`src/design/mcwq_pkg.sv`:
```
// shared types and constants of the current window qualifier
// used by the controller, the datapath, the top level and the checker
package mcwq_pkg;

    localparam int MAX_CHANNELS = 16;
    localparam int CH_W         = 4;
    localparam int CODE_W       = 4;
    localparam int CUR_W        = 16;
    localparam int CNT_W        = 2;
    localparam int COUNT_W      = 5;
    localparam int CFG_W        = 16;
    localparam int CFG_IDX_W    = 3;

    typedef enum logic [1:0] {
        CMD_BEGIN  = 2'd0,
        CMD_LOAD   = 2'd1,
        CMD_SAMPLE = 2'd2,
        CMD_FINISH = 2'd3
    } cmd_t;

    localparam logic [CFG_IDX_W-1:0] CFG_CHANNEL_COUNT = 3'd0;
    localparam logic [CFG_IDX_W-1:0] CFG_LOW_MIN       = 3'd1;
    localparam logic [CFG_IDX_W-1:0] CFG_LOW_MAX       = 3'd2;
    localparam logic [CFG_IDX_W-1:0] CFG_HIGH_MIN      = 3'd3;
    localparam logic [CFG_IDX_W-1:0] CFG_HIGH_MAX      = 3'd4;

    localparam logic [CODE_W-1:0] CODE_TESTING   = 4'd0;
    localparam logic [CODE_W-1:0] CODE_PASS      = 4'd1;
    localparam logic [CODE_W-1:0] CODE_BASE      = 4'd2;
    localparam logic [CODE_W-1:0] CODE_UNCHANGED = 4'd10;

    localparam logic [CNT_W-1:0] COUNT_MAX = 2'd3;

    // s_tdata layout
    localparam int S_CH_LSB         = 0;
    localparam int S_LEVEL_BIT      = 4;
    localparam int S_REVERSE_BIT    = 5;
    localparam int S_UNDER_TEST_BIT = 6;
    localparam int S_CURRENT_LSB    = 7;
    localparam int S_DATA_W         = 24;
    localparam int S_USER_W         = 2;

    // m_tdata layout
    localparam int M_CH_LSB          = 0;
    localparam int M_CODE_LSB        = 4;
    localparam int M_DECIDED_BIT     = 8;
    localparam int M_ALL_DECIDED_BIT = 9;
    localparam int M_WRITE_BACK_BIT  = 10;
    localparam int M_DATA_W          = 16;

    typedef struct packed {
        logic do_begin;
        logic do_load;
        logic do_sample;
        logic do_finish;
        logic emit_sample;
        logic emit_walk;
    } ctrl_cmd_t;

    typedef struct packed {
        logic out_free;
        logic n_zero;
        logic walk_last;
    } ctrl_status_t;

endpackage

```
`src/design/mcwq_controller.sv`:
```
// sequencer of the current window qualifier: accepts requests, times sample results, steps the finish walk
// depends on mcwq_pkg
module mcwq_controller (
    input  logic                           aclk,
    input  logic                           aresetn,
    input  logic                           s_tvalid,
    output logic                           s_tready,
    input  logic [mcwq_pkg::S_USER_W-1:0]  s_tuser,
    input  mcwq_pkg::ctrl_status_t         ctrl_status,
    output mcwq_pkg::ctrl_cmd_t            ctrl_cmd
);
    import mcwq_pkg::*;

    typedef enum logic [1:0] {
        ST_IDLE,
        ST_SAMPLE_OUT,
        ST_WALK
    } state_t;

    state_t state_reg, state_next;
    logic   s_tready_reg, s_tready_next;
    logic   accept;
    cmd_t   cmd;

    assign s_tready = s_tready_reg;
    assign accept   = s_tvalid && s_tready_reg;
    assign cmd      = cmd_t'(s_tuser);

    always_comb begin
        ctrl_cmd             = '0;
        ctrl_cmd.do_begin    = accept && (cmd == CMD_BEGIN);
        ctrl_cmd.do_load     = accept && (cmd == CMD_LOAD);
        ctrl_cmd.do_sample   = accept && (cmd == CMD_SAMPLE);
        ctrl_cmd.do_finish   = accept && (cmd == CMD_FINISH);
        ctrl_cmd.emit_sample = (state_reg == ST_SAMPLE_OUT) && ctrl_status.out_free;
        ctrl_cmd.emit_walk   = (state_reg == ST_WALK) && ctrl_status.out_free;
    end

    always_comb begin
        state_next = state_reg;
        case (state_reg)
            ST_IDLE: begin
                if (accept) begin
                    case (cmd)
                        CMD_SAMPLE: state_next = ST_SAMPLE_OUT;
                        CMD_FINISH: state_next = ctrl_status.n_zero ? ST_IDLE : ST_WALK;
                        default:    state_next = ST_IDLE;
                    endcase
                end
            end
            ST_SAMPLE_OUT: begin
                if (ctrl_cmd.emit_sample) state_next = ST_IDLE;
            end
            ST_WALK: begin
                if (ctrl_cmd.emit_walk && ctrl_status.walk_last) state_next = ST_IDLE;
            end
            default: state_next = ST_IDLE;
        endcase
        s_tready_next = (state_next == ST_IDLE);
    end

    always_ff @(posedge aclk) begin
        if (!aresetn) begin
            state_reg    <= ST_IDLE;
            s_tready_reg <= 1'b0;
        end else begin
            state_reg    <= state_next;
            s_tready_reg <= s_tready_next;
        end
    end

endmodule

```
`src/design/mcwq_datapath.sv`:
```
// datapath of the current window qualifier: settings, per-channel verdicts and
// counters, window compare, result register; depends on mcwq_pkg
module mcwq_datapath #(
    parameter int CHANNELS      = 16,
    parameter int CONFIRM_COUNT = 3
) (
    input  logic                            aclk,
    input  logic                            aresetn,
    input  logic [mcwq_pkg::S_DATA_W-1:0]   s_tdata,
    input  logic                            cfg_valid,
    input  logic [mcwq_pkg::CFG_IDX_W-1:0]  cfg_index,
    input  logic [mcwq_pkg::CFG_W-1:0]      cfg_data,
    input  mcwq_pkg::ctrl_cmd_t             ctrl_cmd,
    output mcwq_pkg::ctrl_status_t          ctrl_status,
    output logic                            m_tvalid,
    input  logic                            m_tready,
    output logic [mcwq_pkg::M_DATA_W-1:0]   m_tdata,
    output logic                            m_tlast
);
    import mcwq_pkg::*;

    localparam int DEPTH = (CHANNELS < MAX_CHANNELS) ? CHANNELS : MAX_CHANNELS;
    localparam int IDX_W = (DEPTH > 1) ? $clog2(DEPTH) : 1;
    localparam logic [CNT_W-1:0] CONFIRM = CNT_W'(CONFIRM_COUNT);

    // settings
    logic [COUNT_W-1:0] cfg_count_reg, cfg_count_next;
    logic [CUR_W-1:0]   low_min_reg, low_min_next;
    logic [CUR_W-1:0]   low_max_reg, low_max_next;
    logic [CUR_W-1:0]   high_min_reg, high_min_next;
    logic [CUR_W-1:0]   high_max_reg, high_max_next;

    // test state
    logic [CODE_W-1:0] verdict_reg [DEPTH];
    logic [CODE_W-1:0] verdict_next [DEPTH];
    logic [CNT_W-1:0]  ok_reg [DEPTH];
    logic [CNT_W-1:0]  ok_next [DEPTH];
    logic [CNT_W-1:0]  less_reg [DEPTH];
    logic [CNT_W-1:0]  less_next [DEPTH];
    logic              level_reg, level_next;
    logic              reverse_reg, reverse_next;

    // sample result and walk position
    logic [CH_W-1:0]   samp_ch_reg, samp_ch_next;
    logic              samp_ok_reg, samp_ok_next;
    logic              samp_dec_reg, samp_dec_next;
    logic [IDX_W-1:0]  walk_idx_reg, walk_idx_next;

    // result register
    logic              m_tvalid_reg, m_tvalid_next;
    logic [CH_W-1:0]   out_ch_reg, out_ch_next;
    logic [CODE_W-1:0] out_code_reg, out_code_next;
    logic              out_dec_reg, out_dec_next;
    logic              out_alld_reg, out_alld_next;
    logic              out_wb_reg, out_wb_next;
    logic              out_last_reg, out_last_next;

    // request fields
    logic [CH_W-1:0]   in_ch;
    logic              in_level, in_reverse, in_under_test;
    logic [CUR_W-1:0]  in_current;
    logic [IDX_W-1:0]  in_idx;
    logic              in_ch_ok;

    logic [COUNT_W-1:0] used_n;
    logic [CODE_W-1:0]  base;
    logic [CUR_W-1:0]   win_lo, win_hi;
    logic               is_more, is_less, sample_live, confirm;
    logic [CNT_W-1:0]   ok_cur, less_cur, ok_new, less_new;
    logic [CODE_W-1:0]  sample_code;
    logic [DEPTH-1:0]   active;
    logic               all_done;
    logic [CODE_W-1:0]  walk_code, walk_final;
    logic               walk_testing, walk_last, out_free;
    logic [IDX_W-1:0]   samp_idx;

    assign in_ch         = s_tdata[S_CH_LSB +: CH_W];
    assign in_level      = s_tdata[S_LEVEL_BIT];
    assign in_reverse    = s_tdata[S_REVERSE_BIT];
    assign in_under_test = s_tdata[S_UNDER_TEST_BIT];
    assign in_current    = s_tdata[S_CURRENT_LSB +: CUR_W];
    assign in_idx        = in_ch[IDX_W-1:0];

    assign used_n   = (cfg_count_reg > COUNT_W'(DEPTH)) ? COUNT_W'(DEPTH) : cfg_count_reg;
    assign in_ch_ok = ({1'b0, in_ch} < used_n);
    assign base     = CODE_BASE + {1'b0, level_reg, reverse_reg, 1'b0};
    assign win_lo   = level_reg ? high_min_reg : low_min_reg;
    assign win_hi   = level_reg ? high_max_reg : low_max_reg;

    // window compare, more checked first
    assign ok_cur      = ok_reg[in_idx];
    assign less_cur    = less_reg[in_idx];
    assign is_more     = (in_current > win_hi);
    assign is_less     = !is_more && (in_current < win_lo);
    assign sample_live = in_ch_ok && (verdict_reg[in_idx] == CODE_TESTING);

    always_comb begin
        if (is_more) begin
            ok_new      = '0;
            less_new    = '0;
            sample_code = base;
        end else if (is_less) begin
            ok_new      = ok_cur;
            less_new    = (less_cur == COUNT_MAX) ? less_cur : less_cur + 2'd1;
            sample_code = base + 4'd1;
        end else begin
            ok_new      = (ok_cur == COUNT_MAX) ? ok_cur : ok_cur + 2'd1;
            less_new    = less_cur;
            sample_code = CODE_PASS;
        end
        confirm = (ok_new >= CONFIRM) || (less_new >= CONFIRM);
    end

    always_comb begin
        for (int i = 0; i < DEPTH; i++) begin
            active[i] = (verdict_reg[i] == CODE_TESTING) && (COUNT_W'(i) < used_n);
        end
    end
    assign all_done = ~|active;

    assign walk_code    = verdict_reg[walk_idx_reg];
    assign walk_testing = (walk_code == CODE_TESTING);
    assign walk_final   = walk_testing ? base : walk_code;
    assign walk_last    = ((COUNT_W'(walk_idx_reg) + 5'd1) == used_n);
    assign samp_idx     = samp_ch_reg[IDX_W-1:0];
    assign out_free     = !m_tvalid_reg || m_tready;

    always_comb begin
        ctrl_status           = '0;
        ctrl_status.out_free  = out_free;
        ctrl_status.n_zero    = (used_n == '0);
        ctrl_status.walk_last = walk_last;
    end

    // settings writes
    always_comb begin
        cfg_count_next = cfg_count_reg;
        low_min_next   = low_min_reg;
        low_max_next   = low_max_reg;
        high_min_next  = high_min_reg;
        high_max_next  = high_max_reg;
        if (cfg_valid) begin
            case (cfg_index)
                CFG_CHANNEL_COUNT: cfg_count_next = cfg_data[COUNT_W-1:0];
                CFG_LOW_MIN:       low_min_next   = cfg_data;
                CFG_LOW_MAX:       low_max_next   = cfg_data;
                CFG_HIGH_MIN:      high_min_next  = cfg_data;
                CFG_HIGH_MAX:      high_max_next  = cfg_data;
                default:           cfg_count_next = cfg_count_reg;
            endcase
        end
    end

    // verdicts, counters and phase
    always_comb begin
        verdict_next = verdict_reg;
        ok_next      = ok_reg;
        less_next    = less_reg;
        level_next   = level_reg;
        reverse_next = reverse_reg;
        if (ctrl_cmd.do_begin) begin
            level_next   = in_level;
            reverse_next = in_reverse;
            for (int i = 0; i < DEPTH; i++) begin
                verdict_next[i] = CODE_UNCHANGED;
                ok_next[i]      = '0;
                less_next[i]    = '0;
            end
        end else if (ctrl_cmd.do_load && in_ch_ok) begin
            verdict_next[in_idx] = in_under_test ? CODE_TESTING : CODE_UNCHANGED;
            ok_next[in_idx]      = '0;
            less_next[in_idx]    = '0;
        end else if (ctrl_cmd.do_sample && sample_live) begin
            ok_next[in_idx]   = ok_new;
            less_next[in_idx] = less_new;
            if (confirm) verdict_next[in_idx] = sample_code;
        end else if (ctrl_cmd.emit_walk && walk_testing) begin
            verdict_next[walk_idx_reg] = base;
        end
    end

    always_comb begin
        samp_ch_next  = samp_ch_reg;
        samp_ok_next  = samp_ok_reg;
        samp_dec_next = samp_dec_reg;
        walk_idx_next = walk_idx_reg;
        if (ctrl_cmd.do_sample) begin
            samp_ch_next  = in_ch;
            samp_ok_next  = in_ch_ok;
            samp_dec_next = sample_live && confirm;
        end
        if (ctrl_cmd.do_finish) begin
            walk_idx_next = '0;
        end else if (ctrl_cmd.emit_walk) begin
            walk_idx_next = walk_idx_reg + IDX_W'(1);
        end
    end

    // result register
    always_comb begin
        m_tvalid_next = m_tvalid_reg && !m_tready;
        out_ch_next   = out_ch_reg;
        out_code_next = out_code_reg;
        out_dec_next  = out_dec_reg;
        out_alld_next = out_alld_reg;
        out_wb_next   = out_wb_reg;
        out_last_next = out_last_reg;
        if (ctrl_cmd.emit_sample) begin
            m_tvalid_next = 1'b1;
            out_ch_next   = samp_ch_reg;
            out_code_next = samp_ok_reg ? verdict_reg[samp_idx] : CODE_UNCHANGED;
            out_dec_next  = samp_dec_reg;
            out_alld_next = all_done;
            out_wb_next   = 1'b0;
            out_last_next = 1'b0;
        end else if (ctrl_cmd.emit_walk) begin
            m_tvalid_next = 1'b1;
            out_ch_next   = CH_W'(walk_idx_reg);
            out_code_next = walk_final;
            out_dec_next  = walk_testing;
            out_alld_next = 1'b1;
            out_wb_next   = (walk_final != CODE_PASS) && (walk_final != CODE_UNCHANGED);
            out_last_next = walk_last;
        end
    end

    always_ff @(posedge aclk) begin
        if (!aresetn) begin
            cfg_count_reg <= 5'd10;
            low_min_reg   <= '0;
            low_max_reg   <= '1;
            high_min_reg  <= '0;
            high_max_reg  <= '1;
            for (int i = 0; i < DEPTH; i++) begin
                verdict_reg[i] <= CODE_UNCHANGED;
                ok_reg[i]      <= '0;
                less_reg[i]    <= '0;
            end
            level_reg     <= 1'b0;
            reverse_reg   <= 1'b0;
            walk_idx_reg  <= '0;
            m_tvalid_reg  <= 1'b0;
        end else begin
            cfg_count_reg <= cfg_count_next;
            low_min_reg   <= low_min_next;
            low_max_reg   <= low_max_next;
            high_min_reg  <= high_min_next;
            high_max_reg  <= high_max_next;
            verdict_reg   <= verdict_next;
            ok_reg        <= ok_next;
            less_reg      <= less_next;
            level_reg     <= level_next;
            reverse_reg   <= reverse_next;
            walk_idx_reg  <= walk_idx_next;
            m_tvalid_reg  <= m_tvalid_next;
        end
    end

    always_ff @(posedge aclk) begin
        samp_ch_reg  <= samp_ch_next;
        samp_ok_reg  <= samp_ok_next;
        samp_dec_reg <= samp_dec_next;
        out_ch_reg   <= out_ch_next;
        out_code_reg <= out_code_next;
        out_dec_reg  <= out_dec_next;
        out_alld_reg <= out_alld_next;
        out_wb_reg   <= out_wb_next;
        out_last_reg <= out_last_next;
    end

    assign m_tvalid = m_tvalid_reg;
    assign m_tlast  = out_last_reg;

    always_comb begin
        m_tdata                             = '0;
        m_tdata[M_CH_LSB +: CH_W]           = out_ch_reg;
        m_tdata[M_CODE_LSB +: CODE_W]       = out_code_reg;
        m_tdata[M_DECIDED_BIT]              = out_dec_reg;
        m_tdata[M_ALL_DECIDED_BIT]          = out_alld_reg;
        m_tdata[M_WRITE_BACK_BIT]           = out_wb_reg;
    end

endmodule

```
`src/design/multichannel_current_window_qualifier.sv`:
```
// begin and load requests keep s_tready high; a sample drops s_tready, its result is held
// in the sample registers and moves to the result register when the output is free; a
// finish walks the channels in use through the result register, one result per cycle.
// output stalls hold the walk. synchronous active-low reset restores settings,
// marks every channel unchanged and clears all counters at once
module multichannel_current_window_qualifier #(
    parameter int CHANNELS      = 16,
    parameter int CONFIRM_COUNT = 3
) (
    input  logic                            aclk,
    input  logic                            aresetn,
    input  logic                            s_tvalid,
    output logic                            s_tready,
    // channel, level, reverse, under_test, current
    input  logic [mcwq_pkg::S_DATA_W-1:0]   s_tdata,
    // cmd
    input  logic [mcwq_pkg::S_USER_W-1:0]   s_tuser,
    output logic                            m_tvalid,
    input  logic                            m_tready,
    // out_channel, code, decided, all_decided, write_back
    output logic [mcwq_pkg::M_DATA_W-1:0]   m_tdata,
    output logic                            m_tlast,
    input  logic                            cfg_valid,
    output logic                            cfg_ready,
    input  logic [mcwq_pkg::CFG_IDX_W-1:0]  cfg_index,
    input  logic [mcwq_pkg::CFG_W-1:0]      cfg_data
);
    import mcwq_pkg::*;

    ctrl_cmd_t    ctrl_cmd;
    ctrl_status_t ctrl_status;

    assign cfg_ready = 1'b1;

    mcwq_controller u_ctrl (
        .aclk        (aclk),
        .aresetn     (aresetn),
        .s_tvalid    (s_tvalid),
        .s_tready    (s_tready),
        .s_tuser     (s_tuser),
        .ctrl_status (ctrl_status),
        .ctrl_cmd    (ctrl_cmd)
    );

    mcwq_datapath #(
        .CHANNELS      (CHANNELS),
        .CONFIRM_COUNT (CONFIRM_COUNT)
    ) u_dp (
        .aclk        (aclk),
        .aresetn     (aresetn),
        .s_tdata     (s_tdata),
        .cfg_valid   (cfg_valid),
        .cfg_index   (cfg_index),
        .cfg_data    (cfg_data),
        .ctrl_cmd    (ctrl_cmd),
        .ctrl_status (ctrl_status),
        .m_tvalid    (m_tvalid),
        .m_tready    (m_tready),
        .m_tdata     (m_tdata),
        .m_tlast     (m_tlast)
    );

endmodule

```
`config.mk`:
```
export PLATFORM = sky130hd
export DESIGN_NAME = multichannel_current_window_qualifier
export DESIGN_NICKNAME = d
export VERILOG_FILES = /design/src/design/mcwq_pkg.sv /design/src/design/mcwq_controller.sv /design/src/design/mcwq_datapath.sv /design/src/design/multichannel_current_window_qualifier.sv
export SDC_FILE = /design/constraint.sdc
export NUM_CORES = 1
export LEC_CHECK = 0
export BUFFER_PORTS_ARGS = -buffer_cell sky130_fd_sc_hd__buf_4
export CAP_MARGIN = 20
export CELL_PAD_IN_SITES_DETAIL_PLACEMENT = 1
export CELL_PAD_IN_SITES_GLOBAL_PLACEMENT = 1
export CORE_MARGIN = 1.5
export CORE_UTILIZATION = 52
export DETAILED_ROUTE_END_ITERATION = 8
export PLACE_DENSITY_LB_ADDON = 0.15
export SLEW_MARGIN = 20
export SYNTH_ARGS = -nofsm -noshare
export SYNTH_HDL_FRONTEND = slang
export SYNTH_SLANG_ARGS = --single-unit
```
`constraint.sdc`:
```
create_clock -name aclk -period 6.6 [get_ports aclk]
set_input_delay 1.32 -clock aclk [delete_from_list [all_inputs] [get_ports aclk]]
set_output_delay 1.32 -clock aclk [all_outputs]
set_load 0.01 [all_outputs]
```
==> results.md, run 1 <==
* Resized Gates After CTS at 0
* Die footprint at approximately 25,000 um^2
* Max Cap Viol at 0
* CTS tree: built
* Worst Reg-to-Reg Cells at 11
* Post-route DRC at 0
* Seq/Total Area, Yosys at 37.0%
* Asr flop ratio synth at 0%
* Largest net degree at the start of global routing at 79
* Final HPWL DP at 30.3 mm
* Gpl congestion at just over 0.9
* GRT Overall Usage at 34.4%
* EDFF count, synth at 16
* Core area at 23,600 um^2
* Status: finished clean
* Synth warnings at 0
* Final #Nets at 1,480
* Number of vias per cell at between 6 and 7
* RSZ-0062 raised after global routing: no
* Crit Path Max Fanout at 22
* Cell row count at between 50 and 60
* Final Hold Viols at 0
* Synth Area in Compound Gates at 18.1%
* LEAKAGE at 0.00505 uW
* Slew Limit Fails at 0
* CP Capture Type: flop
* Worst EP required at 7.07 ns
* Simple-gate share of the synthesized area at 19.7%
* TritonRoute pass-1 iters at 7
* Max Clk Rate at 191 MHz
* Setup ws final at 1.37 ns
* Crit path kind: flop to flop
* Hold path depth at 2
* Layout cell share with drive strength beyond 1 at 15.6%
* Combinational family with the most area after synthesis: simple AND/OR/NAND/NOR gates
* CTS Buf Count at 26
* First-pass GRT wire length at 68.7 mm
* CTS H-tree lvls at 1
* Pwr/cell area at 225 nW/um^2
* Die Y at 159 um
* Post-Route WL at 43.4 mm
* Initial antenna violation count at 0
* Mapped Cells at 1,386
* Post-CTS setup buffers at 0
* Final setup viols at 0
* Worst-Skew Late Latency at 0.54 ns
* Global route total overflow at 0
* Top Ports at 70
* Antenna-violating nets left at 0
* Synth Area in XOR/XNOR at 0.416%
* Clock Skew at 0.0170 ns
* Period utilisation layout at 79.3%
* Synth top area cells: dfxtp_1, mux4_2, nand2_1, mux2i_1, nor2_1
* Commonest cells post-synth: nand2_1, dfxtp_1, nor2_1, mux2i_1, nand3_1
* Clock Pin Slew Worst Setup and Hold Paths at 0.07 ns
* Post-Synth Adder-Cell Area at around 3.9%
* Clock tree buffer depth at 3
* CTS Sinks at 225
* Port Buffer Count at 62
* Yosys reg bits at 225
* Dpl ws at 1.41 ns
* # hold bufs at CTS at 0
* Setup TNS at 0 ns
* Hold Crit Class: flop to flop
* Diode count at 0
* Crit path time final at 5.23 ns
* Root Buffer: clkbuf_16
* Worst slew pin tran at 1.12 ns
* VDD IR max at 0.000216 V
* Mux contribution to synthesized area at 16.5%
* Fillers at about 2,700
* DR vias at 11,500
* Largest register FFs at 64
* Initial core utilization at a little over half
* Synth-to-Final Area Change at 11.4%
* Synth Cell Area at between 10,000 and 15,000 um^2
* Synth cell types at 82
* CP startpoint kind: flop
* Die width at 159 um
* Vias in the first global route at 12,200
* DR WL/cell at between 20 and 30 um
* Count leader, synth: nand2_1
* Syn Area/Cell at about 9 um^2
* Post-synth top flop: dfxtp_1
* DRT iter0 DRCs at 1,050
* Area leader, netlist: dfxtp_1
* Slew headroom at 24.5%
* Top cell type's share of synthesized area at 33.2%
* CP arrival at around 5.7 ns
## final timing paths
kind	from	to	slack, ns
setup / recovery	u_dp.level_reg$_SDFFE_PN0P_	u_dp.verdict_reg[57]$_SDFFE_PP1P_	1.37
setup reg to reg	u_dp.level_reg$_SDFFE_PN0P_	u_dp.verdict_reg[57]$_SDFFE_PP1P_	1.37
hold reg to reg	u_dp.ok_reg[26]$_SDFFE_PP0P_	u_dp.ok_reg[26]$_SDFFE_PP0P_	0.47
hold / removal	u_dp.ok_reg[26]$_SDFFE_PP0P_	u_dp.ok_reg[26]$_SDFFE_PP0P_	0.47
## stage by stage
stage	instance area, um^2	hold slack, ns	total power [uW]	utilization, %	cells
final	14100	0.465	3170	59.5	1730
after detailed placement	13200	0.456	1700	55.7	1681
after global routing	14100	0.479	3260	59.5	1730
after CTS	14000	0.467	3170	59.5	1729
after global placement	13200	0.437	1690	55.7	1681
after floorplan	12600	0.429	1600	-	1390
## routing by layer
| layer | up-vias | GRT usage, % | wire [um] | part of all wire [%] |
|---|---|---|---|---|
| li1 | 5109 | - | - | - |
| met1 | 5728 | 44.4 | 17500 | 40 |
| met2 | 555 | 56.4 | 20300 | 47 |
| met3 | 144 | 5.90 | 3720 | 8.6 |
| met4 | 0 | 15.3 | 1910 | 4.4 |
| met5 | - | 0 | 0 | 0 |
## worst max-delay path, cell delays in order, from the launching register on
cell	delay [ns]
dfxtp_2	0.81
buf_4	0.40
mux2i_1	0.25
ha_1	0.27
nand2_1	0.08
o21ai_0	0.15
a2111oi_0	0.82
o211ai_1	0.41
or3_1	0.52
a31oi_2	0.88
a211o_1	0.32
mux2i_1	0.22
## final cells by class
| class | count | area (um^2) | area share [%] |
|---|---|---|---|
| Multi-Input combinational cell | 1045 | 7470 | 53.1 |
| Sequential cell | 225 | 4670 | 33.2 |
| Clock buffer | 36 | 762 | 5.42 |
| Timing Repair Buffer | 77 | 586 | 4.16 |
| Tap cell | 319 | 399 | 2.84 |
| Clock inverter | 12 | 119 | 0.845 |
| Inverter | 16 | 60.1 | 0.427 |
## report_power, final
part	switching [uW]	total (uW)	internal, uW	leakage (uW)
Clock	602	1490	887	0.000432
Sequential	15.9	1410	1390	0.00183
Combinational	175	269	94.0	0.00279
## cell usage in the layout (no fill, tap or decap), types with 13 or more instances in the layout
master	instances
nand2_1	224
dfxtp_1	208
nor2_1	133
mux2i_1	77
buf_4	76
nand3_1	73
a22oi_1	58
mux4_2	55
a21oi_1	52
o21ai_0	39
ha_1	39
a21boi_0	32
clkbuf_16	29
a2bb2oi_1	21
nor2b_1	17
edfxtp_1	16
inv_1	15
o211ai_1	15
nor4_1	13
## cell families after synthesis
logic type	count (synthesis)
compound gates	310
xor+xnor	6
fa+ha+maj	39
buf+inv	120
flops	225
mux	139
other cells	2
simple gates	545
Power figures use the tool's default switching activity.
==> run 2, diff against run 1 <==
--- a/config.mk
+++ b/config.mk
@@ -5,12 +5,13 @@
 export SDC_FILE = /design/constraint.sdc
 export NUM_CORES = 1
 export LEC_CHECK = 0
+export ABC_AREA = 1
 export BUFFER_PORTS_ARGS = -buffer_cell sky130_fd_sc_hd__buf_4
 export CAP_MARGIN = 20
 export CELL_PAD_IN_SITES_DETAIL_PLACEMENT = 1
 export CELL_PAD_IN_SITES_GLOBAL_PLACEMENT = 1
 export CORE_MARGIN = 1.5
-export CORE_UTILIZATION = 52
+export CORE_UTILIZATION = 44
 export DETAILED_ROUTE_END_ITERATION = 8
 export PLACE_DENSITY_LB_ADDON = 0.15
 export SLEW_MARGIN = 20
==> constraint.sdc (replaced) <==
create_clock -name aclk -period 5.2 [get_ports aclk]
set_input_delay 1.04 -clock aclk [delete_from_list [all_inputs] [get_ports aclk]]
set_output_delay 1.04 -clock aclk [all_outputs]
set_load 0.01 [all_outputs]
==> run 2 against run 1 <==
  * Clock power is 38% higher
  * Worst hold slack worse by 0.012 ns
  * Via count is 21% higher
  * Worst setup slack worse by 0.10 ns
  * Critical endpoint is now u_dp.verdict_reg[29]$_SDFFE_PP1P_
  * Die area is 25% higher
  * Register-to-register slack worse by 0.10 ns
==> results.md, run 2 <==
* Buf+Inv Stages, Crit Path at 1 (unchanged)
* Top cell type's share of synthesized area at 31.3% (-1.9 points)
* Final #Nets at 2,165 (+46%)
* Period utilisation layout at 75.7% (-3.6 points)
* Cell Area, Placed at 14,000 um^2 (+6.6%)
* VDD IR max at 0.000217 V (+0.23%)
* CP max stage cell: dfxtp_2
* Clock Pin Slew Worst Setup and Hold Paths at 0.06 ns (about the same)
* Crit Path Max Fanout at 19 (-14%)
* GRT Overall Usage at 31.1% (-3.2 points)
* TritonRoute pass-1 iters at 5 (-2)
* Layout cell share with drive strength beyond 1 at 10.2% (-5.4 points)
* Initial antenna violation count at 0 (unchanged)
* Sequential Power Share at 42.0% (-2.5 points)
* Die width at 177 um (+12%)
* Clock Skew at 0.0132 ns (-0.00384 ns)
* Sw frac at 26.1% (+1.1 points)
* Mapped Cells at 2,054 (+48%)
* Fillers at 4,014 (+48%)
* Synth cell types at 47 (-43%)
* Die Y at 177 um (+12%)
* Slew Limit Fails at 0 (unchanged)
* Max Cap Viol at 0 (unchanged)
* First-pass GRT wire length at 76.5 mm (+11%)
* EDFF count, synth at 16 (unchanged)
* CTS H-tree lvls at 1 (unchanged)
* RR Startpoint: u_dp.level_reg$_SDFFE_PN0P_
* Crit path time final at 3.93 ns (-1.30 ns)
* Crit path kind: flop to flop
* Synth top area cells: dfxtp_1, nand2_1, nor2_1, a21oi_1, o21ai_0
* Area leader, netlist: dfxtp_1
* Clock power share at 48.2% (+1.2 points)
* Final setup viols at 0 (unchanged)
* Count leader, synth: nand2_1
* Worst slew pin tran at 0.884 ns (-0.238 ns)
* Commonest cells post-synth: nand2_1, nor2_1, dfxtp_1, inv_1, a21oi_1
* CTS tree: built
* Resized Gates After CTS at 0 (unchanged)
* Synth warnings at 0 (unchanged)
* Net Switching at 1120 uW (+41%)
* Post-CTS setup buffers at 0 (unchanged)
* Setup slack, reg-to-reg at 1.27 ns (-0.10 ns)
* CP Capture Type: flop
* Synth-to-Final Area Change at 12.0%
* Post-Route WL at 48.7 mm (+12%)
* Post-route DRC at 0 (unchanged)
* Core area at 29,800 um^2 (+26%)
* Pwr/cell area at 285 nW/um^2 (+27%)
* DR vias at 13,900 (+21%)
* Worst Reg-to-Reg Cells at 16 (+5)
* Initial core utilization at 44.9% (-8.5 points)
* Final Hold Viols at 0 (unchanged)
* Post-synth top flop: dfxtp_1
* Setup TNS at 0 ns (unchanged)
* Util after Layout at 50.3% (-9.2 points)
* Largest net degree at the start of global routing at 75 (-5.1%)
* Reg-to-Reg End: u_dp.verdict_reg[29]$_SDFFE_PP1P_
* Worst stage delay on the critical path at 0.66 ns (-0.22 ns)
* CTS Buf Count at 28 (+7.7%)
* Highest-count cells in the layout ignoring fill and taps: nand2_1, nor2_1, dfxtp_1
* Hold wc startpoint: u_dp.high_min_reg[5]$_SDFFE_PN0P_
* Clock tree buffer depth at 3 (unchanged)
* Vias in the first global route at 13,800 (+13%)
* CTS Sinks at 225 (unchanged)
* Die footprint at 31,500 um^2 (+25%)
* Final HPWL DP at 35.1 mm (+16%)
* Gpl congestion at 0.959 (+5.5%)
* Root Buffer: clkbuf_16
* LEAKAGE at 0.00670 uW (+33%)
* Hold path depth at 2 (unchanged)
* Commonest non-fill, non-tap cell in the layout: nand2_1
* DRT iter0 DRCs at 1,033 (-1.6%)
* Asr flop ratio synth at 0% (unchanged)
* Cell row count at 63 (+13%)
* Worst-case hold slack at 0.454 ns (-0.0115 ns)
* Number of vias per cell at 5.59 (-16%)
* Status: finished clean
* Synth Cell Area at 13,400 um^2 (+6.1%)
* Post-route cell area at 15,000 um^2 (+6.7%)
* Critical-path cell list: buf_4 -> mux2i_1 -> ha_1 -> nand2_1 -> nor4_1 -> nand2_1 -> nand2_1 -> nand2_2 -> nand2_2 -> nand2_1 -> nand2_1 -> nand3_4 -> nand2_4 -> nor2_1 -> nand2_1 -> nand3_1
* Antenna-violating nets left at 0 (unchanged)
* Max Clk Rate at 254 MHz (+33%)
* Worst EP required at 5.60 ns (-1.47 ns)
* Logic pwr share at 9.8% (+1.3 points)
* Worst-Skew Late Latency at 0.56 ns (+0.02 ns)
* CP startpoint kind: flop
* Family with the most delay on the worst path: simple AND/OR/NAND/NOR gates
* Global route total overflow at 0 (unchanged)
* # hold bufs at CTS at 0 (unchanged)
* Top Ports at 70 (unchanged)
* Critical Path Most Common Cell: nand2_1
* Port Buffer Count at 62 (unchanged)
* DR WL/cell at 19.6 um (-22%)
* RSZ-0062 raised after global routing: no
* Seq/Total Area, Yosys at 34.8% (-2.1 points)
* Syn Area/Cell at 6.52 um^2 (-28%)
* Largest register FFs at 64 (unchanged)
* Yosys reg bits at 225 (unchanged)
* CP arrival at 4.34 ns (-1.36 ns)
* WHS Endpoint: u_dp.high_min_reg[5]$_SDFFE_PN0P_
* Slew headroom at 41.1% (+17 points)
* Internal power at 3160 uW (+33%)
* Diode count at 0 (unchanged)
* Hold Crit Class: flop to flop
==> run 2: power groups by stage <==
stage               logic (uW)  clock network (uW)  registers [uW]
floorplan                  267                   0            1820
detailed placement         413                   0            1830
global route               461                2150            1800
global placement           398                   0            1830
finish                     418                2060            1800
CTS                        415                2080            1800
==> run 2: final cells by class <==
type,instances,area (um^2),area share [%]
Inverter,191,721,4.81
Timing Repair Buffer,86,671,4.47
Tap cell,390,488,3.25
Sequential cell,225,4670,31.1
Multi-Input combinational cell,1544,7490,49.9
Clock buffer,38,790,5.26
Clock inverter,14,176,1.18
==> run 2: per-layer routing <==
metal / track usage (%) / wire length [um] / vias up
li1: - / - / 6668
met1: 42.6 / 22200 / 6737
met2: 50.8 / 21900 / 410
met3: 4.56 / 3170 / 94
met4: 8.89 / 1470 / 0
met5: 0 / 0 / -
==> run 2: how the worst max path moves through the flow <==
stage | startpoint | end | slack (ns) | depth (start not counted)
2_1_floorplan | u_dp.level_reg$_SDFFE_PN0P_ | u_dp.verdict_reg[44]$_SDFFE_PP0P_ | 1.87 | 16
3_3_place_gp | s_tdata[2] | u_dp.verdict_reg[13]$_SDFFE_PP1P_ | 1.18 | 13
3_5_place_dp | s_tdata[2] | u_dp.verdict_reg[36]$_SDFFE_PP0P_ | 1.07 | 14
4_1_cts | u_dp.level_reg$_SDFFE_PN0P_ | u_dp.verdict_reg[25]$_SDFFE_PP1P_ | 1.29 | 16
5_1_grt | u_dp.level_reg$_SDFFE_PN0P_ | u_dp.verdict_reg[29]$_SDFFE_PP1P_ | 1.03 | 21
6_report | u_dp.level_reg$_SDFFE_PN0P_ | u_dp.verdict_reg[29]$_SDFFE_PP1P_ | 1.27 | 16
==> run 2: kinds of logic after synthesis <==
family | after synthesis | synth area share (%)
compound gates | 375 | 15.2
buf+inv | 289 | 9.48
flops | 225 | 34.8
simple gates | 1104 | 35.3
mux | 15 | 1.12
other cells | 2 | 0.0561
fa+ha+maj | 39 | 3.65
xor+xnor | 5 | 0.327
==> run 2: through the flow <==
step | worst slack (ns) | total power [uW] | std cells
finish | 1.27 | 4270 | 2488
floorplan | 1.87 | 2090 | 2058
detailed placement | 1.07 | 2250 | 2436
global placement | 1.18 | 2230 | 2436
CTS | 1.29 | 4290 | 2488
global route | 1.03 | 4410 | 2488
==> run 2: worst min-delay path, stage by stage, from the launching register on <==
cell and delay, ns:
dfxtp_1 0.30, inv_1 0.06, a21oi_1 0.05
